$ cat config.mk
export PLATFORM = sky130hd
export DESIGN_NAME = dmdpt_front
export DESIGN_NICKNAME = d
export VERILOG_FILES = /design/src/design/dmdpt_pkg.sv /design/src/design/dmdpt_front.sv
export SDC_FILE = /design/constraint.sdc
export NUM_CORES = 1
export LEC_CHECK = 0
export BUFFER_PORTS_ARGS = -buffer_cell sky130_fd_sc_hd__buf_2
export CAP_MARGIN = 20
export CELL_PAD_IN_SITES_DETAIL_PLACEMENT = 0
export CELL_PAD_IN_SITES_GLOBAL_PLACEMENT = 1
export CORE_MARGIN = 2
export CORE_UTILIZATION = 44
export CTS_CLUSTER_SIZE = 30
export DETAILED_ROUTE_END_ITERATION = 8
export PLACE_DENSITY_LB_ADDON = 0.1
export SLEW_MARGIN = 20
export SYNTH_ARGS = -nofsm -noshare
export SYNTH_HDL_FRONTEND = slang
export SYNTH_SLANG_ARGS = --single-unit
$ cat constraint.sdc
create_clock -name clk -period 6.4 [get_ports clk]
set_clock_uncertainty 0.1 [all_clocks]
set_input_delay 1.28 -clock clk [delete_from_list [all_inputs] [get_ports clk]]
set_output_delay 1.28 -clock clk [all_outputs]
set_load 0.05 [all_outputs]
$ cat src/design/dmdpt_pkg.sv
package dmdpt_pkg;

    localparam int SLOTS          = 4096;
    localparam int IDX_W          = $clog2(SLOTS);
    localparam int KEY_W          = 64;
    localparam int DEPTH_W        = 7;
    localparam int NTYPE_W        = 2;
    localparam int DATA_W         = 32;
    localparam int FILL_W         = 13;
    localparam int COLL_W         = 32;
    localparam int PERMILLE_W     = 10;
    localparam int PERMILLE_SCALE = 1000;
    localparam int PROD_W         = FILL_W + PERMILLE_W;

    localparam logic [COLL_W-1:0] COLL_MAX = '1;

    typedef logic [IDX_W-1:0] slot_idx_t;

    typedef enum logic
    {
        CMD_LOOKUP = 1'b0,
        CMD_STORE  = 1'b1
    } command_t;

    typedef enum logic [1:0]
    {
        BACK_CLEAR,
        BACK_IDLE,
        BACK_EXEC
    } back_state_t;

    typedef struct packed
    {
        command_t               command;
        slot_idx_t              slot;
        logic [KEY_W-1:0]       key;
        logic [DEPTH_W-1:0]     search_depth;
        logic [NTYPE_W-1:0]     node_type;
        logic [DATA_W-1:0]      entry_data;
    } item_t;

    typedef struct packed
    {
        logic                   valid;
        item_t                  item;
    } work_t;

    typedef struct packed
    {
        logic                   pop;
        logic                   clearing;
    } back_ctl_t;

    typedef struct packed
    {
        logic                   valid;
        logic [KEY_W-1:0]       key;
        logic [DEPTH_W-1:0]     search_depth;
        logic [NTYPE_W-1:0]     node_type;
        logic [DATA_W-1:0]      entry_data;
    } entry_t;

    typedef struct packed
    {
        logic                   hit;
        logic                   stored;
        logic [DEPTH_W-1:0]     found_depth;
        logic [NTYPE_W-1:0]     found_node_type;
        logic [DATA_W-1:0]      found_data;
        logic [FILL_W-1:0]      fill_count;
        logic [COLL_W-1:0]      collision_count;
        logic [PERMILLE_W-1:0]  fill_permille;
    } result_t;

endpackage

$ cat src/design/dmdpt_front.sv
module dmdpt_front
(
    input  logic                               clk,
    input  logic                               rst_n,
    input  logic                               push,
    output logic                               full,
    input  logic                               command,
    input  logic [dmdpt_pkg::KEY_W-1:0]        key,
    input  logic [dmdpt_pkg::DEPTH_W-1:0]      search_depth,
    input  logic [dmdpt_pkg::NTYPE_W-1:0]      node_type,
    input  logic [dmdpt_pkg::DATA_W-1:0]       entry_data,
    output dmdpt_pkg::work_t                   work,
    input  dmdpt_pkg::back_ctl_t               ctl
);
    import dmdpt_pkg::*;

    item_t       fifo_mem [2];
    item_t       in_item;
    logic        wr_ptr_reg;
    logic        wr_ptr_next;
    logic        rd_ptr_reg;
    logic        rd_ptr_next;
    logic [1:0]  count_reg;
    logic [1:0]  count_next;
    logic        do_push;
    logic        do_pop;

    // classify: command decode and slot select from the low key bits
    always_comb
    begin
        in_item.command      = command_t'(command);
        in_item.slot         = key[IDX_W-1:0];
        in_item.key          = key;
        in_item.search_depth = search_depth;
        in_item.node_type    = node_type;
        in_item.entry_data   = entry_data;
    end

    assign full       = (count_reg == 2'd2) || ctl.clearing;
    assign do_push    = push && !full;
    assign do_pop     = ctl.pop && (count_reg != 2'd0);
    assign work.valid = (count_reg != 2'd0);
    assign work.item  = fifo_mem[rd_ptr_reg];

    always_comb
    begin
        wr_ptr_next = do_push ? !wr_ptr_reg : wr_ptr_reg;
        rd_ptr_next = do_pop ? !rd_ptr_reg : rd_ptr_reg;
        count_next  = count_reg + {1'b0, do_push} - {1'b0, do_pop};
    end

    always_ff @(posedge clk or negedge rst_n)
    begin
        if (!rst_n)
        begin
            wr_ptr_reg <= 1'b0;
            rd_ptr_reg <= 1'b0;
            count_reg  <= 2'd0;
        end
        else
        begin
            wr_ptr_reg <= wr_ptr_next;
            rd_ptr_reg <= rd_ptr_next;
            count_reg  <= count_next;
        end
    end

    always_ff @(posedge clk)
    begin
        if (do_push)
        begin
            fifo_mem[wr_ptr_reg] <= in_item;
        end
    end

endmodule

**Yosys cells after proc, flatten, opt, wreduce, memory -nomap -nowiden**

Memories as Yosys holds them, arrays and structs flattened.
Cells that the tools add are included.

- Flip-flop bits (word level): 4
- Bits in writable memories: 236
- Input bits: 111
- Memories: 1

Memory list:

| name | words | bits a word | read ports | clocked after memory_dff | write ports | line | text |
|---|---|---|---|---|---|---|---|
| fifo_mem | 2 | 118 | 1 | 0 | 1 | dmdpt_front.sv:17 | `item_t fifo_mem [2];` |

- Add/sub/neg operators: 2
- Eq/ne operators: 1
- Multiplexer cells: 2
- Reductions and logical operators: 7

Operators with widths:

| kind | number |
|---|---|
| 1-bit logical NOT | 3 |
| 2-bit by 1-bit adder with 2-bit output | 1 |
| 2-bit == test, second input constant | 1 |
| 1-bit logical AND | 2 |
| 1-bit 2-to-1 mux | 2 |
| 2-bit nonzero test | 1 |
| 2-bit by 1-bit subtractor with 2-bit output | 1 |
| 1-bit logical OR | 1 |

**Logic depth before layout (Yosys ltp)**

Gate-level depths: netlist (run 1).

- Depth in word-level cells: 6
- Gate-level depth with buffers: 7

**Least setup slack after synthesis (run 1)**

No wires, ideal clock.

- Kind: input to register
- Start point: input ctl[0] in the netlist's numbering
- End point: memory fifo_mem[0][0] in the netlist's numbering, enable pin
- Library setup time: 0.572 ns
- Arrival: 5.939 ns
- Data required time: 5.728 ns
- Path slack: -0.211 ns
- Stages on the path: 2
- Path buffers: 0
- Path through: nand3b_1 nor2_1

- Cells in the longest elaborated chain, start to end: 5

Ends and longest elaborated chain:

| what | line | text |
|---|---|---|
| start: declaration | dmdpt_front.sv:13 | `input dmdpt_pkg::back_ctl_t ctl` |
| 1-bit logical OR | dmdpt_front.sv:39 | `assign full = (count_reg == 2'd2) \|\| ctl.clearing;` |
| 1-bit logical NOT | dmdpt_front.sv:40 | `assign do_push = push && !full;` |
| 1-bit logical AND | dmdpt_front.sv:40 |  |
| 1-bit 2-to-1 mux | dmdpt_front.sv:70 | `if (do_push)` |
| 1-bit 2-to-1 mux (implied by the code) | dmdpt_front.sv:72 | `fifo_mem[wr_ptr_reg] <= in_item;` |
| end: declaration | dmdpt_front.sv:17 |  |

No other way between the ends.

==> results.cfg, run 1 <==
[clock_network]
cts_setup_buffers = 0
h-tree-depth = 1
cts_root_buffer = clkbuf_16
numCtsBuffers = 23
cts_hold_buffers = 0
post_cts_resized = 0
clockBufferDepth = 3
cts_sinks = 216
insertion_delay_ps = 480
cts_tree = yes
clk_pin_slew_ps = 60

[worst_setup_path]
path_cells = buf_4, mux2_2, buf_2
crit_start = rd_ptr_reg
cpPeakStageDelay_ps = 670
r2r_cells = 4
start_kind = flip-flop
path_buf_inv = 2
critical_path_class = reg -> out
critPathMaxFanout = 45
worstReg2RegStart = count_reg[0]
end_kind = output port
r2r_slack_ps = 4190
required_ps = 5020
reg2reg_to = fifo_mem[1][87]
cpLargestDelayFamily = buffers and inverters
cp.depth = 3
worstPathArrival_ps = 2490
cpMaxStageDelayCell = dfrtp_4
crit_end = work[93]

[sta]
maxClockFrequency_mhz = 258
worst_slew_pin_slew_ps = 845
worst_slack_ps = 2530
slew_viol_final = 0
hold_viol_final = 0
period_needed_ps = 3870
tns_ps = 0
finalCritPeriodShare_pct = 60.5
rsz0062_at_grt = false
relSlewSlack_pct = 43.7
setup_viol = 0

[worst_hold_path]
hold_path.class = reg -> reg

[synthesis]
synthMostInstantiatedCell = edfxtp_1
synth_top_area_share_pct = 79.0
yosysWarnings = 0
synth_edf_count = 212
synth_seq_cells = 216
ys_seq_area_share_pct = 80.2
syn_nets = 474
synth.cell_area_sq_um = 8060
synth.avg_cell_area_sq_um = 22.3
synthFlopType = edfxtp_1
synth_cell_type_count = 16
synth_area_leaders = edfxtp_1, mux2_2, mux2_4
synth_common_cells = edfxtp_1, mux2_2, mux2_4
synthArstFlopShare_pct = 1.85
yosysTopAreaCell = edfxtp_1
netlist_instances = 361

[placed_design]
portBuffers = 230
gp_congestion = 0.704
dp_hpwl_um = 9970
dp_slack_ps = 3010

[route]
drc = 0
ant_nets = 0
detail_route.vias_per_cell = 4.77
firstDrtPassIters = 4
wl_per_cell_um = 17.8
wirelength_um = 15100
drt_iter0_markers = 186
vias = 4024

[floorplanning]
io_pins = 231
start_util_pct = 44.9
num_rows = 49
die_h_um = 139
die_area_sq_um = 19400
core_area_sq_um = 18000
die_x_um = 139

[grt]
grt_max_degree = 61
grt_pass1_wl_um = 22900
gr-total-overflow = 0
antenna_found_initial = 2
track_usage_pct = 15.0
grt_pass1_vias = 4247

[final_layout]
drive_gt1_share_pct = 61.2
syn_to_final_growth_pct = 25.1
nNetsFinal = 711
largest_reg_flops = 212

[pwr]
power_per_cell_area_nw_per_um2 = 499
p_leak_nw = 3.86
power.total_mw = 5.03
max-vdd-ir-drop_mv = 0.273

[run_status]
outcome = finished clean

[run]
max_cap_viol_count = 0
==> worst reg2reg max path, cell delays in order, from the launching register on <==
cell and delay (ps):
dfrtp_1 370, nand2b_1 180, nand3b_1 300, nor2_4 180, buf_4 670
==> cells by family after synthesis <==
family | share of synthesized area (%)
adders and majority gates | 0.310
xor gates and xnor gates | 0.435
muxes | 16.2
buffers and inverters | 2.34
DFF | 80.2
and+or+nand+nor | 0.497
==> cell type report <==
| class | count | area, sq um |
|---|---|---|
| fill | 1436 | 7880 |
| multi-input combinational | 119 | 1420 |
| timing repair buffer | 236 | 1200 |
| tap | 229 | 287 |
| clock buffer | 26 | 587 |
| clock inverter | 15 | 118 |
| inverter | 2 | 7.51 |
| sequential | 216 | 6470 |
| antenna | 1 | 2.50 |
==> through the flow <==
step,std cells,utilization (%),area [sq um],hold slack [ps]
finish,844,56.2,10100,402
detailed placement,802,52.2,9380,390
global route,843,56.1,10100,434
global placement,802,52.2,9380,376
CTS,843,56.1,10100,405
floorplan,361,-,8060,360
==> worst min path at each step <==
stage	startpoint	end	slack, ps	depth (start not counted)
floorplan	count_reg[1]	count_reg[1]	360	1
global placement	count_reg[1]	count_reg[1]	380	1
detailed placement	count_reg[1]	count_reg[1]	390	1
CTS	count_reg[1]	count_reg[1]	400	1
global route	count_reg[1]	count_reg[1]	430	1
finish	count_reg[1]	count_reg[1]	400	1
==> report_power, final <==
group	switching (mW)	total [mW]	internal [mW]	leakage, nW
Combinational	1.40	1.96	0.557	1.53
Sequential	0.0771	1.84	1.76	1.98
Clock	0.495	1.23	0.734	0.344
Total	1.98	5.03	3.06	3.86
==> routing by layer <==
layer	vias up	routed length [um]	track usage, %
met4	0	299	4.63
met1	1959	6010	18.9
li1	1887	-	-
met5	-	0	0
met3	21	1380	4.61
met2	157	7370	25.1
==> layout by cell type, fill, tap and decap left out, types with 2 or more instances in the layout <==
master     count
edfxtp_1     212
nand2b_1       2
bufinv_16      2
buf_4          6
xnor2_1        3
buf_2        230
dfrtp_1        3
clkinv_2       4
inv_1          2
mux2_2        76
clkbuf_1       3
clkbuf_16     23
clkinv_1       8
ha_1           2
nor2_4         2
mux2_4        30
No activity file was read; power rests on OpenSTA's default activity.
==> run 2, diff against run 1 <==
Settings changed: ABC_AREA set to 1, CORE_UTILIZATION 44 to 37.
Clock period 6.4 ns to 3.5 ns, I/O delays scaled along.
==> run 2 against run 1 <==
Against the previous run: worst setup slack worse by 2200 ps; routed wire length up 16%; synthesized cell count up 66%; first-iteration DRC count up 55%; clock-buffer cell count down 2; sequential share of layout area up 0.11 points; critical path type unchanged.
==> results.cfg, run 2 <==
[run_status]
outcome = finished clean

[floorplanning]
die_area_sq_um = 22900
io_pins = 231
core_area_sq_um = 21200
die_x_um = 151
die_h_um = 151
num_rows = 53
start_util_pct = 38.0

[synthesis]
synth_top_area_share_pct = 79.2
yosysTopAreaCell = edfxtp_1
synth_top_family_by_area = simple AND/OR/NAND/NOR gates
synthMuxAreaShare_pct = 0
synth_area_leaders = edfxtp_1, nand2_1, buf_4
synth_cell_type_count = 12
synth_common_cells = nand2_1, edfxtp_1, buf_2
synth_compound_area_share_pct = 0
yosys.area_share.xor_xnor_pct = 0
synthArstFlopShare_pct = 1.85
synth_seq_cells = 216
synth.avg_cell_area_sq_um = 13.4
netlist_instances = 599
synthMostInstantiatedCell = nand2_1
syn_nets = 712
synthSimpleGateAreaFrac_pct = 15.8
synth_edf_count = 212
synth.cell_area_sq_um = 8040
yosysWarnings = 0
synthFlopType = edfxtp_1
ys_seq_area_share_pct = 80.4
synthAdderAreaFrac_pct = 0.311

[clock_network]
insertion_delay_ps = 490
cts_setup_buffers = 0
cts_tree = yes
cts_root_buffer = clkbuf_16
clockBufferDepth = 3
clk_pin_slew_ps = 60
numCtsBuffers = 23
cts_sinks = 216
h-tree-depth = 1

[worst_setup_path]
worstReg2RegStart = count_reg[1]
critical_path_class = reg -> out
reg2reg_to = fifo_mem[1][12]
r2r_cells = 4
start_kind = flip-flop
cpPeakStageDelay_ps = 500
cp_common_cell = nand2_1
required_ps = 2700
cpMaxStageDelayCell = dfrtp_4
r2r_slack_ps = 1670
end_kind = output port
path_cells = inv_4, buf_4, nand2_1, nand2_1, buf_2
worstPathArrival_ps = 2320
critPathMaxFanout = 42
crit_start = rd_ptr_reg

[route]
drc = 0
detail_route.vias_per_cell = 4.42
vias = 4964
wl_per_cell_um = 15.5
firstDrtPassIters = 4
drt_iter0_markers = 288
ant_nets = 0
wirelength_um = 17400

[grt]
grt_max_degree = 108
grtUsageMet3_pct = 4.31
grt_pass1_wl_um = 25700
met2_usage_pct = 23.4
grt_pass1_vias = 4824
grtUsageMet1_pct = 19.8
gr-total-overflow = 0
top_usage_layer = met2
antenna_found_initial = 3
track_usage_pct = 14.7

[sta]
period_needed_ps = 3120
finalCritPeriodShare_pct = 89.3
maxClockFrequency_mhz = 320
hold_viol_final = 0
setup_viol = 0
relSlewSlack_pct = 59.1
worst_slew_pin_slew_ps = 613
slew_viol_final = 0
rsz0062_at_grt = false
tns_ps = 0

[pwr]
power_per_cell_area_nw_per_um2 = 959
p_leak_nw = 4.33
max-vdd-ir-drop_mv = 0.587

[final_layout]
nNetsFinal = 942
layout_common_cells = nand2_1, buf_2, edfxtp_1
syn_to_final_growth_pct = 25.3
final_area_sq_um = 10100
drive_gt1_share_pct = 32.3
largest_reg_flops = 212
final_common_cell = nand2_1

[placed_design]
place_area_sq_um = 9400
dp_hpwl_um = 11100
portBuffers = 230
gp_congestion = 0.738

[worst_hold_path]
whs_path_depth = 1
hold_path.class = in -> reg
whs_endpoint = fifo_mem[1][72]
min-delay-start = key[31]

[run]
max_cap_viol_count = 0
run 2: cell types whose count changed after synthesis, moves of 2 or more:
cell | before | now
nand2b_1 | 2 | 0
inv_1 | 2 | 9
buf_2 | 7 | 16
mux2_2 | 76 | 0
mux2_4 | 30 | 0
nand3_1 | 0 | 3
xnor2_1 | 3 | 0
nand2_1 | 0 | 331
buf_4 | 12 | 14
run 2: metrics by stage:
| stage | setup slack [ps] | total power [mW] | cells | hold WS [ps] | util (%) |
|---|---|---|---|---|---|
| final | 376 | 9.65 | 1122 | 298 | 47.6 |
| after global routing | 217 | 10.2 | 1121 | 274 | 47.6 |
| after CTS | 301 | 9.80 | 1120 | 271 | 47.6 |
| after detailed placement | 840 | 7.66 | 1078 | 370 | 44.4 |
| after global placement | 846 | 7.64 | 1078 | 354 | 44.4 |
| after floorplan | 463 | 6.75 | 599 | 304 | - |
run 2: how the worst max path moves through the flow:
stage | endpoint | cells after the start
3_5_place_dp | work[67] | 5
4_1_cts | work[67] | 5
3_3_place_gp | work[67] | 5
6_report | work[70] | 5
5_1_grt | work[82] | 5
2_1_floorplan | fifo_mem[1][0] | 3
run 2: logic make-up (layout without fill, tap and decap cells):
kind of cell	count (synthesis)	in the layout
simple gates	336	336
fa+ha+maj	2	2
buf+inv	45	291
other cells	0	2
flops	216	216
run 2: routing by layer:
layer	routed length, um	part of all wire [%]
met5	24	0.14
met4	283	1.6
met3	1590	9.1
met2	8160	47
met1	7360	42
run 2: report_power, final:
| part | internal [mW] | total [mW] | switching (mW) |
|---|---|---|---|
| Combinational | 0.783 | 4.25 | 3.47 |
| Clock | 1.19 | 2.11 | 0.916 |
| Sequential | 3.22 | 3.29 | 0.0774 |
run 2: repair_timing:
item                      in CTS  in global routing
resized for setup              0                  0
hold buffers                   1                  0
hold endpoints to repair       4                  0
run 2: final cells by class:
cell class / instances / area (sq um)
Tap cell: 275 / 344
Multi-Input combinational cell: 338 / 1300
Inverter: 10 / 43.8
Clock buffer: 24 / 579
Timing Repair Buffer: 240 / 1250
Sequential cell: 216 / 6470
Clock inverter: 17 / 75.1
Antenna cell: 2 / 5.00
Fill cell: 1928 / 11100
run 2: critical path, delay by kind of cell, from the launching register on:
| family | cells | cell delay, ps |
|---|---|---|
| buf+inv | 3 | 1110 |
| flops | 1 | 500 |
| simple gates | 2 | 210 |
